==> config.mk <==
export PLATFORM = sky130hd
export DESIGN_NAME = frame_byte_scrambler_top_flat
export DESIGN_NICKNAME = d
export VERILOG_FILES = /design/src/sv/fbs_pkg.sv /design/src/sv/fbs_ifs.sv /design/src/sv/fbs_core.sv /design/src/sv/fbs_outq.sv /design/src/sv/frame_byte_scrambler_top.sv /design/src/flat_wrapper.sv
export SDC_FILE = /design/constraint.sdc
export NUM_CORES = 1
export LEC_CHECK = 0
export BUFFER_PORTS_ARGS = -buffer_cell sky130_fd_sc_hd__buf_2
export CORE_MARGIN = 2
export CORE_UTILIZATION = 55
export CTS_BUF_LIST = sky130_fd_sc_hd__clkbuf_8
export DETAILED_ROUTE_END_ITERATION = 7
export PLACE_DENSITY = 0.73
export SETUP_SLACK_MARGIN = 0.2
export SLEW_MARGIN = 20
export SYNTH_ARGS = -nofsm -noshare
export SYNTH_HDL_FRONTEND = slang
export SYNTH_SLANG_ARGS = --single-unit
==> constraint.sdc <==
create_clock -name clk -period 6.25 [get_ports clk]
set_input_delay 0.625 -clock clk [delete_from_list [all_inputs] [get_ports clk]]
set_output_delay 0.625 -clock clk [all_outputs]
set_load 0.02 [all_outputs]
==> src/sv/fbs_pkg.sv <==
// Shared types, constants and byte transforms for the frame byte scrambler.
`timescale 1ns / 1ps

package fbs_pkg;

    localparam int unsigned FRAME_LIMIT = 140;

    localparam logic [7:0] TERM_BYTE = 8'h0d;
    localparam logic [7:0] END_MARK  = 8'hcc;
    localparam logic [3:0] NIB_MASK  = 4'hf;
    localparam int unsigned KEY_ENTRIES = 16;

    localparam logic [1:0] MODE_PLAIN   = 2'd0;
    localparam logic [1:0] MODE_ENCRYPT = 2'd1;
    localparam logic [1:0] MODE_DECRYPT = 2'd2;

    localparam logic [1:0] REG_MODE     = 2'd0;
    localparam logic [1:0] REG_KEY_LOW  = 2'd1;
    localparam logic [1:0] REG_KEY_HIGH = 2'd2;

    localparam logic [7:0] COUNT_MAX    = 8'hff;
    localparam logic [7:0] LIMIT_BYTE   = 8'(FRAME_LIMIT);

    typedef logic [8*KEY_ENTRIES-1:0] key_tbl_t;

    // up to two result items produced by one input item
    typedef struct packed {
        logic [1:0] cnt;
        logic [7:0] b0;
        logic       l0;
        logic [7:0] b1;
        logic       l1;
    } fbs_res_t;

    function automatic logic [7:0] key_at(input key_tbl_t tbl, input logic [3:0] idx);
        return tbl[{idx, 3'b000} +: 8];
    endfunction

    function automatic logic [3:0] seed_index(input logic [7:0] seed);
        return (seed[7:4] + seed[3:0]) & NIB_MASK;
    endfunction

    function automatic logic [7:0] enc_byte(input logic [7:0] x, input logic [7:0] k);
        logic [7:0] v;
        v = x ^ k;
        v = {v[3:0], v[7:4]};
        v = {v[5:0], v[7:6]};
        return v ^ k;
    endfunction

    function automatic logic [7:0] dec_byte(input logic [7:0] x, input logic [7:0] k);
        logic [7:0] v;
        v = x ^ k;
        v = {v[1:0], v[7:2]};
        v = {v[3:0], v[7:4]};
        return v ^ k;
    endfunction

endpackage

==> src/sv/fbs_ifs.sv <==
// Valid/ready channel interfaces: input items, result items, register writes.
`timescale 1ns / 1ps

interface fbs_in_if;
    logic       valid;
    logic       ready;
    logic       start_req;
    logic [7:0] data_byte;
    logic       last_in;

    modport source (output valid, output start_req, output data_byte, output last_in,
                    input ready);
    modport sink   (input valid, input start_req, input data_byte, input last_in,
                    output ready);
endinterface

interface fbs_out_if;
    logic       valid;
    logic       ready;
    logic [7:0] out_byte;
    logic       last;

    modport source (output valid, output out_byte, output last, input ready);
    modport sink   (input valid, input out_byte, input last, output ready);
endinterface

interface fbs_cfg_if;
    logic        valid;
    logic        ready;
    logic [1:0]  index;
    logic [63:0] data;

    modport source (output valid, output index, output data, input ready);
    modport sink   (input valid, input index, input data, output ready);
endinterface

==> src/sv/fbs_core.sv <==
// Frame state and per-item scramble/descramble logic.
`timescale 1ns / 1ps

module fbs_core
    import fbs_pkg::*;
(
    input  logic       clk,
    input  logic       rst_n,
    input  logic       accept,
    input  logic       start_req,
    input  logic [7:0] data_byte,
    input  logic       last_in,
    input  logic [1:0] mode,
    input  key_tbl_t   key_tbl,
    output fbs_res_t   res
);

    logic [3:0] key_index_reg, key_index_next;
    logic [7:0] check_reg, check_next;
    logic [7:0] count_reg, count_next;
    logic       in_frame_reg, in_frame_next;

    logic [3:0] idx_eff;
    logic [7:0] chk_eff;
    logic [7:0] cnt_eff;
    logic [7:0] cnt_bump;
    logic [7:0] k;
    logic [7:0] enc;
    logic [7:0] dec;
    logic [7:0] enc_chk;

    always_comb
    begin
        // a start item resets the frame state before its byte is looked at
        idx_eff  = start_req ? seed_index(data_byte) : key_index_reg;
        chk_eff  = start_req ? 8'h00 : check_reg;
        cnt_eff  = start_req ? 8'h00 : count_reg;
        cnt_bump = (cnt_eff == COUNT_MAX) ? cnt_eff : cnt_eff + 8'd1;
        k        = key_at(key_tbl, idx_eff);
        enc      = enc_byte(data_byte, k);
        dec      = dec_byte(data_byte, k);
        enc_chk  = chk_eff ^ enc;
    end

    always_comb
    begin
        key_index_next = key_index_reg;
        check_next     = check_reg;
        count_next     = count_reg;
        in_frame_next  = in_frame_reg;
        res            = '0;

        if (accept && (start_req || in_frame_reg))
        begin
            case (mode)
                MODE_PLAIN:
                begin
                    key_index_next = idx_eff;
                    check_next     = chk_eff;
                    count_next     = cnt_bump;
                    res.cnt        = 2'd1;
                    res.b0         = data_byte;
                    if (data_byte == TERM_BYTE || cnt_bump >= LIMIT_BYTE)
                    begin
                        res.l0        = 1'b1;
                        in_frame_next = 1'b0;
                    end
                    else
                    begin
                        in_frame_next = 1'b1;
                    end
                end
                MODE_ENCRYPT:
                begin
                    if (start_req)
                    begin
                        in_frame_next  = 1'b1;
                        key_index_next = idx_eff;
                        check_next     = data_byte;
                        count_next     = 8'd1;
                        res.cnt        = 2'd1;
                        res.b0         = data_byte;
                    end
                    else if (data_byte == TERM_BYTE)
                    begin
                        res.cnt       = 2'd1;
                        res.b0        = check_reg;
                        res.l0        = 1'b1;
                        in_frame_next = 1'b0;
                    end
                    else
                    begin
                        key_index_next = idx_eff + 4'd1;
                        check_next     = enc_chk;
                        count_next     = cnt_bump;
                        res.cnt        = 2'd1;
                        res.b0         = enc;
                        if (cnt_bump >= LIMIT_BYTE)
                        begin
                            // limit reached: checksum follows as a second item
                            res.cnt       = 2'd2;
                            res.b1        = enc_chk;
                            res.l1        = 1'b1;
                            in_frame_next = 1'b0;
                        end
                    end
                end
                MODE_DECRYPT:
                begin
                    if (start_req)
                    begin
                        in_frame_next  = 1'b1;
                        key_index_next = idx_eff;
                        check_next     = 8'h00;
                        count_next     = 8'h00;
                    end
                    else if (last_in)
                    begin
                        res.cnt       = 2'd1;
                        res.b0        = END_MARK;
                        res.l0        = 1'b1;
                        in_frame_next = 1'b0;
                    end
                    else
                    begin
                        key_index_next = idx_eff + 4'd1;
                        res.cnt        = 2'd1;
                        res.b0         = dec;
                    end
                end
                default:
                begin
                    // unused mode: item dropped, state kept
                end
            endcase
        end
    end

    always_ff @(posedge clk or negedge rst_n)
    begin
        if (!rst_n)
        begin
            key_index_reg <= '0;
            check_reg     <= '0;
            count_reg     <= '0;
            in_frame_reg  <= 1'b0;
        end
        else
        begin
            key_index_reg <= key_index_next;
            check_reg     <= check_next;
            count_reg     <= count_next;
            in_frame_reg  <= in_frame_next;
        end
    end

endmodule

==> src/sv/fbs_outq.sv <==
// Four-entry result queue: takes up to two items per cycle, hands out one per cycle while dout.ready is high.
`timescale 1ns / 1ps

module fbs_outq
    import fbs_pkg::*;
(
    input  logic     clk,
    input  logic     rst_n,
    input  fbs_res_t res,
    output logic     room,
    fbs_out_if.source dout
);

    localparam int unsigned DEPTH = 4;

    logic [7:0] byte_reg [DEPTH];
    logic       last_reg [DEPTH];
    logic [1:0] wr_ptr_reg, wr_ptr_next;
    logic [1:0] rd_ptr_reg, rd_ptr_next;
    logic [2:0] count_reg, count_next;
    logic       pop;
    logic [1:0] wr_ptr_b;

    assign room       = (count_reg <= 3'd2);
    assign dout.valid = (count_reg != 3'd0);
    assign dout.out_byte = byte_reg[rd_ptr_reg];
    assign dout.last  = last_reg[rd_ptr_reg];
    assign pop        = dout.valid && dout.ready;
    assign wr_ptr_b   = wr_ptr_reg + 2'd1;

    always_comb
    begin
        wr_ptr_next = wr_ptr_reg + res.cnt;
        rd_ptr_next = pop ? rd_ptr_reg + 2'd1 : rd_ptr_reg;
        count_next  = count_reg + {1'b0, res.cnt} - {2'b00, pop};
    end

    always_ff @(posedge clk)
    begin
        if (res.cnt != 2'd0)
        begin
            byte_reg[wr_ptr_reg] <= res.b0;
            last_reg[wr_ptr_reg] <= res.l0;
        end
        if (res.cnt == 2'd2)
        begin
            byte_reg[wr_ptr_b] <= res.b1;
            last_reg[wr_ptr_b] <= res.l1;
        end
    end

    always_ff @(posedge clk or negedge rst_n)
    begin
        if (!rst_n)
        begin
            wr_ptr_reg <= '0;
            rd_ptr_reg <= '0;
            count_reg  <= '0;
        end
        else
        begin
            wr_ptr_reg <= wr_ptr_next;
            rd_ptr_reg <= rd_ptr_next;
            count_reg  <= count_next;
        end
    end

endmodule

==> src/sv/frame_byte_scrambler_top.sv <==
// Top level of the frame byte scrambler: configuration registers, core, result queue.
`timescale 1ns / 1ps

// Frame byte scrambler. Takes one input item per clock while din.ready is high and
// places the result items it yields (none, one or two) in a four-entry queue;
// results are registered in the queue and leave at dout in order. din.ready drops
// only while the queue holds three or more items, so with dout.ready held high the
// block sustains one item per cycle (an encrypt item that hits the frame limit adds
// a checksum item behind its encrypted byte). Register writes are always taken
// (cfg.ready is tied high) and must happen only while the block is idle. Index 0 is
// mode, 1 is key entries 0..7, 2 is key entries 8..15; index 3 is ignored.

module frame_byte_scrambler_top
    import fbs_pkg::*;
(
    input  logic      clk,
    input  logic      rst_n,
    fbs_cfg_if.sink   cfg,
    fbs_in_if.sink    din,
    fbs_out_if.source dout
);

    logic [1:0]  mode_reg;
    logic [63:0] key_low_reg;
    logic [63:0] key_high_reg;
    logic        room;
    logic        accept;
    fbs_res_t    res;

    assign cfg.ready = 1'b1;
    assign din.ready = room;
    assign accept    = din.valid && room;

    always_ff @(posedge clk or negedge rst_n)
    begin
        if (!rst_n)
        begin
            mode_reg     <= MODE_PLAIN;
            key_low_reg  <= '0;
            key_high_reg <= '0;
        end
        else if (cfg.valid)
        begin
            case (cfg.index)
                REG_MODE:     mode_reg     <= cfg.data[1:0];
                REG_KEY_LOW:  key_low_reg  <= cfg.data;
                REG_KEY_HIGH: key_high_reg <= cfg.data;
                default:      ;
            endcase
        end
    end

    fbs_core u_core (
        .clk       (clk),
        .rst_n     (rst_n),
        .accept    (accept),
        .start_req (din.start_req),
        .data_byte (din.data_byte),
        .last_in   (din.last_in),
        .mode      (mode_reg),
        .key_tbl   ({key_high_reg, key_low_reg}),
        .res       (res)
    );

    fbs_outq u_outq (
        .clk   (clk),
        .rst_n (rst_n),
        .res   (res),
        .room  (room),
        .dout  (dout)
    );

endmodule

==> src/flat_wrapper.sv <==
// flat-port wrapper written by rule: the top's interface ports become plain ports
module frame_byte_scrambler_top_flat import fbs_pkg::*;
  (clk, rst_n, cfg_valid, cfg_index, cfg_data, cfg_ready, din_valid, din_start_req, din_data_byte, din_last_in, din_ready, dout_valid, dout_out_byte, dout_last, dout_ready);
  fbs_cfg_if cfg_i ();
  fbs_in_if din_i ();
  fbs_out_if dout_i ();
  input  logic clk;
  input  logic rst_n;
  input wire logic [$bits(cfg_i.valid)-1:0] cfg_valid;
  input wire logic [$bits(cfg_i.index)-1:0] cfg_index;
  input wire logic [$bits(cfg_i.data)-1:0] cfg_data;
  output wire logic [$bits(cfg_i.ready)-1:0] cfg_ready;
  input wire logic [$bits(din_i.valid)-1:0] din_valid;
  input wire logic [$bits(din_i.start_req)-1:0] din_start_req;
  input wire logic [$bits(din_i.data_byte)-1:0] din_data_byte;
  input wire logic [$bits(din_i.last_in)-1:0] din_last_in;
  output wire logic [$bits(din_i.ready)-1:0] din_ready;
  output wire logic [$bits(dout_i.valid)-1:0] dout_valid;
  output wire logic [$bits(dout_i.out_byte)-1:0] dout_out_byte;
  output wire logic [$bits(dout_i.last)-1:0] dout_last;
  input wire logic [$bits(dout_i.ready)-1:0] dout_ready;
  assign cfg_i.valid = cfg_valid;
  assign cfg_i.index = cfg_index;
  assign cfg_i.data = cfg_data;
  assign cfg_ready = cfg_i.ready;
  assign din_i.valid = din_valid;
  assign din_i.start_req = din_start_req;
  assign din_i.data_byte = din_data_byte;
  assign din_i.last_in = din_last_in;
  assign din_ready = din_i.ready;
  assign dout_valid = dout_i.valid;
  assign dout_out_byte = dout_i.out_byte;
  assign dout_last = dout_i.last;
  assign dout_i.ready = dout_ready;
  frame_byte_scrambler_top u_core (.clk(clk), .rst_n(rst_n), .cfg(cfg_i), .din(din_i), .dout(dout_i));
endmodule
* Yosys cells after proc, flatten, opt, wreduce, memory -nomap -nowiden *
Memory sizes are Yosys's and may differ from the RTL's.
Cells that the tools add are included.

cells by class
  add/sub/neg operators = 8
  multipliers = 0
  divide/modulo/power cells = 0
  magnitude comparators = 2
  equality and inequality tests = 11
  shifts and indexed selects = 1
  multiplexer cells = 40
  bitwise logic cells = 4
  reduce and logical (&&, ||, !) cells = 19

operators with widths
  cell                   number
  $shiftx A128 B8 Y8     1
  $mux W8                8
  $mux W10               4
  $pmux W11 S3           1
  $xor A8 B8 Y8          4
  $mux W9                3
  $pmux W8 S3            1
  $mux W20               1
  $mux W4                5
  $pmux W8 S2            1
  $mux W1                13
  $pmux W4 S3            1
  $ne A3 B3 Y1 const B   3
  $add A8 B1 Y8 const B  1
  $eq A8 B4 Y1 const B   1
  $eq A8 B8 Y1 const B   1
  $ge A8 B8 Y1 const B   1
  $reduce_and A4 Y1      2
  $eq A2 B2 Y1 const B   3
  $reduce_and A2 Y1      3
  $reduce_and A3 Y1      2
  $reduce_bool A3 Y1     2
  $add A2 B1 Y2 const B  2
  $add A4 B1 Y4 const B  1
  other kinds (14)       20

word-level totals
  flip-flop bits (word level) = 158
  bits in latches = 0
  bits in writable memories = 36
  ROM bits = 0
  bits of input ports = 81
  output and inout port bits = 12
  memories kept = 2

memory list
  memory                  words  bits a word  rd ports  clocked after memory_dff  write ports  RTL line        text
  u_core.u_outq.byte_reg  4      8            1         0                         2            fbs_outq.sv:16  logic [7:0] byte_reg [DEPTH];
  u_core.u_outq.last_reg  4      1            1         0                         2            fbs_outq.sv:17  logic last_reg [DEPTH];

* Depth between registers and ports, before layout *
Gate-level depths: netlist of run 1.

  depth in word-level cells = 14
  depth in mapped cells = 16
  mapped depth without buffers = 15

* By module *
A second synthesis of run 1 with hierarchy kept.

unflattened totals
  cells, all modules = 859
  area total of the unflattened synthesis = 11448.5 sq um

modules (own cells, without submodules)
  module                    times used  cells each  area each (sq um)  sequential area each (sq um)
  frame_byte_scrambler_top  1           280         5470.2             3253.1
  fbs_core                  1           451         3759.9             525.5
  fbs_outq                  1           128         2218.4             1256.2

* Worst setup path after synthesis of run 1 *
No wires, ideal clock.

  path kind = input -> register
  from = input din_data_byte[0]
  to = memory u_core.u_outq.byte_reg[3][5], data pin
  setup time = 260 ps
  arrival = 3357 ps
  path slack = 2633 ps
  stages on the path = 15
  path through = ha_1 > inv_1 > fa_1 > nand2_1 > o21ai_2 > inv_4 > buf_2 > mux4_2 > mux2i_1 > mux2i_2 > xor2_1 > o32a_1 > a21o_1 > nand2_1 > mux2_2

RTL lines
  element             RTL line            text
  start: declaration  flat_wrapper.sv:15  input wire logic [$bits(din_i.data_byte)-1:0] din_data_byte;
  end: declaration    fbs_outq.sv:16

==> run_results.csv, run 1 <==
group,metric,value,unit
power,finalPower,4.32,mW
place,placed_area,10900,sq um
logic_synthesis,yosysTopAreaCellShare,38.3,%
global_routing,antenna_found_initial,0,
layout,final_cell_area,11300,sq um
worst_setup_path,slowest_delay,0.79,ns
sta,period_minus_slack,4.26,ns
die,core-area,18600,sq um
clocking,post_cts_resized,0,
worst_setup_path,rr_startpoint,"u_core.u_core.count_reg[5]",
die,start_util,55.6,%
worst_setup_path,critPathLaunch,"din_start_req",
layout,drive_above_1_share,34.7,%
route,final_antenna_net_count,0,
sta,max-slew-margin-rel,28.9,%
power,power_density,381,nW/um^2
layout,area_delta_synth_final,9.66,%
global_routing,grt_pass1_vias,7041,
place,gp_congestion,0.889,
sta,finClkSkew,0.0114,ns
logic_synthesis,syn-num-nets,912,
logic_synthesis,ys_top_cells_by_area,"dfrtp_1, mux2_2, edfxtp_1, mux4_2, mux2i_1",
clocking,htree_levels,4,
worst_setup_path,cp.arrival,4.46,ns
global_routing,grt_pass1_wl,37.0,mm
logic_synthesis,synth_seq_area_share,48.7,%
worst_setup_path,path_class,"in2reg",
die,dieHeight,141,microns
die,fp.dieArea,19900,sq um
sta,grt_setup_unrepaired,"no",
worst_setup_path,startpoint_type,"input pin",
sta,hold_violations,0,
logic_synthesis,synth-async-reset-ratio,81.4,%
flow_run,cap_violations,0,
sta,slew_violations,0,
sta,fmax,0.235,GHz
worst_setup_path,cp_slowest_cell,"buf_2",
clocking,cts_tree,"yes",
global_routing,grt_overflow,0,
power,power.leakage,4.94,nW
logic_synthesis,synth_ff_type,"dfrtp_1",
route,vias,6805,
logic_synthesis,synth_seq_cells,194,
logic_synthesis,netlist_instances,817,
clocking,clock_path_buffers,2,
logic_synthesis,synth_area,10300,sq um
worst_setup_path,crit_fanout,57,
worst_setup_path,crit_top_cell,"mux2i_1",
layout,num_antenna_cells,0,
route,drtIter0Drc,586,
place,port_buffers,91,
route,drtPass1Iterations,4,
worst_setup_path,critical_path.cell_chain,"buf_2 > mux2i_4 > buf_4 > mux4_2 > mux2i_1 > mux2i_2 > xor2_1 > xnor2_1 > o21ai_0 > o21ai_1 > mux2i_1",
min_path,hold_path.class,"in2async",
die,io_pins,93,
logic_synthesis,synth_edf_count,36,
sta,tightestPinTransition,1.07,ns
clocking,cts-root-buf,"clkbuf_8",
logic_synthesis,yosysTopAreaCell,"dfrtp_1",
worst_setup_path,critical_path_required,6.45,ns
sta,final.setup.tns,0,ns
die,die_x,141,microns
clocking,cts_sinks,194,
worst_setup_path,endpoint_kind,"flip-flop",
clocking,numCtsBuffers,17,
die,rows,50,
clocking,clock_latency,0.48,ns
logic_synthesis,yosysWarnings,0,
sta,finalSetupViolCount,0,
clocking,clkSlewWorstSetupHoldPaths,0.10,ns
global_routing,track_usage,23.9,%
clocking,postCtsSetupBuffers,0,
power,max-vdd-ir-drop,0.000177,V
clocking,hold_buffers,0,
layout,nNetsFinal,985,
route,wl_per_cell,19.9,microns
route,wirelength,22.7,mm
logic_synthesis,avgSynthCellArea,12.6,sq um
outcome,status,"complete, no violations",
global_routing,grt_max_degree,102,
route,vias_per_cell,5.99,
logic_synthesis,yosys.cell_types.count,69,
route,drc_errors,0,
place,dp_hpwl,15.8,mm
sta,min_period_over_period,68.2,%
-- placed cells by master, fill, tap and decap left out, drive strengths merged, types with 3 or more instances in the layout --
cell type  count
a211oi         3
a21boi         4
a21o           4
a21oi         26
a221oi         4
a31oi         10
and3           3
buf           97
clkbuf        19
clkinv         6
dfrtp        158
edfxtp        36
ha            12
inv           27
mux2         131
mux2i         68
mux4          33
nand2         51
nand2b         3
nand3         13
nor2          45
nor2b         11
nor3           3
nor4           3
o211a          3
o21ai         43
o221ai         3
or2            3
or3            5
xnor2         28
xor2          13
-- worst paths after layout --
check	end	slack [ns]	cells after the start
worst max-delay path	u_core.u_outq.byte_reg[3][1]	1.99	11
worst min-delay path	u_core.u_outq.rd_ptr_reg[1]	0.23	1
worst max register to register	u_core.u_outq.byte_reg[0][6]	2.56	9
worst min register to register	u_core.u_core.key_index_reg[3]	0.50	2
max in group asynchronous	u_core.key_low_reg[3]	4.76	2
min in group clk	u_core.key_low_reg[12]	0.38	2
-- metal layers --
metal  part of all wire (%)  vias to the layer above  global-route usage [%]
li1                       -                     3159                       -
met1                     45                     3432                    32.8
met2                     48                      176                    38.5
met3                    4.7                       38                    5.03
met4                    2.1                        0                    7.89
met5                      0                        -                       0
-- through the flow --
step                      hold WS [ns]  instances  setup WS (ns)  util (%)
final                            0.230       1137           1.99      61.0
after global routing             0.298       1137           1.72      61.0
after CTS                        0.261       1137           2.04      61.0
after detailed placement         0.471       1105           1.52      58.9
after global placement           0.463       1105           1.60      58.9
after floorplan                  0.329        817           2.63         -
-- Yosys cell counts (3+ instances only) --
cell type and count:
a211oi_1 3, a21boi_0 3, a21o_1 4, a21oi_1 26, a221oi_1 4, a31oi_1 10
and3_1 3, buf_2 4, buf_4 5, buf_6 4, clkbuf_1 28, dfrtp_1 158
edfxtp_1 36, ha_1 12, inv_1 17, mux2_2 131, mux2i_1 62, mux2i_2 5
mux4_2 33, nand2_1 51, nand2b_1 3, nand3_1 13, nor2_1 45, nor2b_1 11
nor4_1 3, o211a_1 3, o21ai_0 38, o21ai_1 4, o221ai_1 3, or2_2 3
or3_1 5, xnor2_1 25, xnor2_2 3, xor2_1 13
-- kinds of logic after synthesis --
family	after synthesis	synth area share [%]
mux	232	28.4
flops	194	48.7
simple gates	148	6.66
compound gates	123	7.63
buf+inv	63	2.86
xor+xnor	42	3.91
fa+ha+maj	14	1.84
other cells	1	0.0363
-- worst max-delay path: cells and delay by family --
kind | cells | cell delay, ns
buf+inv | 2 | 1.29
xor+xnor | 2 | 0.57
compound gates | 2 | 0.47
mux | 5 | 1.48
-- layout make-up --
| type | instances | area [sq um] |
|---|---|---|
| Sequential cell | 194 | 5030 |
| Clock inverter | 13 | 125 |
| Clock buffer | 19 | 262 |
| Multi-Input combinational cell | 560 | 5030 |
| Timing Repair Buffer | 97 | 507 |
| Inverter | 20 | 80.1 |
| Tap cell | 234 | 293 |
| Fill cell | 1480 | 7250 |
-- power breakdown --
group          switching [mW]  leakage [nW]  internal, mW
Clock                   0.489         0.203         0.312
Combinational           0.963          2.52         0.819
Sequential              0.189          2.22          1.54
Note: power is estimated with default switching activity, not from simulation.
==> run 2: changes to the inputs <==
==> constraint.sdc (replaced) <==
create_clock -name clk -period 4 [get_ports clk]
set_input_delay 0.4 -clock clk [delete_from_list [all_inputs] [get_ports clk]]
set_output_delay 0.4 -clock clk [all_outputs]
set_load 0.02 [all_outputs]
==> run_results.csv, run 2 (same netlist as run 1, synthesis figures left out) <==
group,metric,value,unit
global_routing,track_usage,24.1,%
clocking,clock_path_buffers,2,
place,placed_area,11200,sq um
worst_setup_path,critical_path_required,4.20,ns
sta,slew_violations,0,
layout,nFillCells,1464,
place,port_buffers,91,
clocking,cts_tree,"yes",
sta,min_period_over_period,89.4,%
route,drtPass1Iterations,5,
worst_setup_path,slowest_delay,0.46,ns
layout,stdcell_count,1163,
sta,max-slew-margin-rel,40.9,%
clocking,numCtsBuffers,17,
outcome,violations,"negative hold slack",
die,start_util,55.6,%
power,power.leakage,5.08,nW
sta,period_minus_slack,3.58,ns
route,vias_per_cell,5.94,
layout,nNetsFinal,1011,
place,dp_hpwl,16.1,mm
worst_setup_path,crit_fanout,19,
die,fp.dieArea,19900,sq um
layout,layout_commonest_cell,"dfrtp_1",
power,max-vdd-ir-drop,0.000372,V
worst_setup_path,startpoint_type,"input pin",
layout,final_cell_mix,"dfrtp_1, mux2_2, buf_2",
route,wirelength,22.7,mm
place,placed_cells,1131,
layout,num_antenna_cells,0,
global_routing,antenna_found_initial,0,
global_routing,grt_pass1_vias,7033,
global_routing,grt_max_degree,86,
clocking,post_cts_resized,0,
worst_setup_path,path_class,"in2reg",
clocking,cts_sinks,194,
sta,finClkSkew,0.0134,ns
clocking,cts-root-buf,"clkbuf_8",
die,io_pins,93,
clocking,htree_levels,4,
sta,fmax,0.280,GHz
route,drtIter0Drc,493,
die,core-area,18600,sq um
die,die_x,141,microns
clocking,postCtsSetupBuffers,0,
layout,area_delta_synth_final,12.2,%
route,drc_errors,0,
die,rows,50,
sta,worst_slack,0.423,ns
route,final_antenna_net_count,0,
flow_run,cap_violations,0,
sta,finalSetupViolCount,0,
clocking,clkSlewWorstSetupHoldPaths,0.11,ns
clocking,hold_buffers,0,
layout,final_cell_area,11600,sq um
worst_setup_path,endpoint_kind,"flip-flop",
global_routing,grt_overflow,0,
route,vias,6910,
place,gp_congestion,0.909,
route,wl_per_cell,19.5,microns
worst_setup_path,critical_path.cell_chain,"buf_2 > ha_1 > inv_1 > fa_1 > nand2_1 > o21ai_2 > inv_4 > mux4_2 > mux2i_1 > mux2i_4 > xnor3_1 > o211a_1 > a311o_1 > nor2_1 > a21oi_1",
worst_setup_path,cp.arrival,3.77,ns
min_path,hold_path.class,"in2async",
sta,grt_setup_unrepaired,"no",
global_routing,grt_pass1_wl,37.4,mm
clocking,clock_latency,0.47,ns
sta,whs,-0.0180,ns
layout,drive_above_1_share,36.5,%
outcome,status,"finished with violations",
power,power_density,595,nW/um^2
die,dieHeight,141,microns
sta,tightestPinTransition,0.886,ns
place,pre_cts_ws,-0.0261,ns
worst_setup_path,cp_slowest_cell,"fa_1",
sta,hold_violations,18,
layout,final_util,62.4,%
## run 2: changes by cell type in the layout (fill, tap and decap cells not counted), sizes merged
cell | before | now
buf | 97 | 123
clkbuf | 19 | 17
clkinv | 6 | 5
clkinvlp | 0 | 1
inv | 27 | 29
## run 2: worst max-delay path: cells and delay by family
| kind | cells | cell delay (ns) |
|---|---|---|
| mux | 3 | 0.88 |
| compound gates | 4 | 0.69 |
| buf+inv | 3 | 0.45 |
| fa+ha+maj | 2 | 0.70 |
| simple gates | 2 | 0.23 |
| xor+xnor | 1 | 0.44 |
## run 2: layout make-up
| cell class | instances | area, sq um | share of cell area, % |
|---|---|---|---|
| flip-flops and latches | 194 | 5030 | 43.4 |
| multi-input cells | 560 | 5030 | 43.4 |
| repair buffers | 123 | 739 | 6.38 |
| well taps | 234 | 293 | 2.53 |
| clock buffers | 17 | 234 | 2.02 |
| clock inverters | 15 | 184 | 1.59 |
| inverters | 20 | 80.1 | 0.691 |
## run 2: path summary, 6_finish.rpt
path                                                startpoint                             end  slack, ns  cells past startpoint
worst max-delay path                          din_data_byte[0]    u_core.u_outq.byte_reg[3][6]       0.42                     15
worst min-delay path                                     rst_n      u_core.u_core.count_reg[6]      -0.02                      1
worst max register to register  u_core.u_core.key_index_reg[0]    u_core.u_outq.byte_reg[1][2]       0.64                     10
worst min register to register  u_core.u_core.key_index_reg[3]  u_core.u_core.key_index_reg[3]       0.50                      2
max in group asynchronous                                rst_n          u_core.key_low_reg[39]       3.13                      2
min in group clk                                  cfg_data[53]          u_core.key_low_reg[53]       0.16                      2
## run 2: per-stage QoR
stage | power (mW) | TNS [ns]
2_1_floorplan | 4.84 | 0
3_3_place_gp | 5.56 | 0
3_5_place_dp | 5.63 | -0.0451
4_1_cts | 6.94 | 0
5_1_grt | 7.33 | 0
6_report | 6.90 | 0
## run 2: metal layers
layer / up-vias / GRT usage, % / wire length, microns
li1: 3201 / - / -
met1: 3494 / 33.5 / 10200
met2: 193 / 40.1 / 11200
met3: 22 / 3.97 / 965
met4: 0 / 5.84 / 343
met5: - / 0 / 0
## run 2: power by group
part           leakage (nW)  internal [mW]  switching [mW]
clock network         0.206          0.490           0.824
registers              2.22           2.41           0.293
logic                  2.66           1.37            1.51
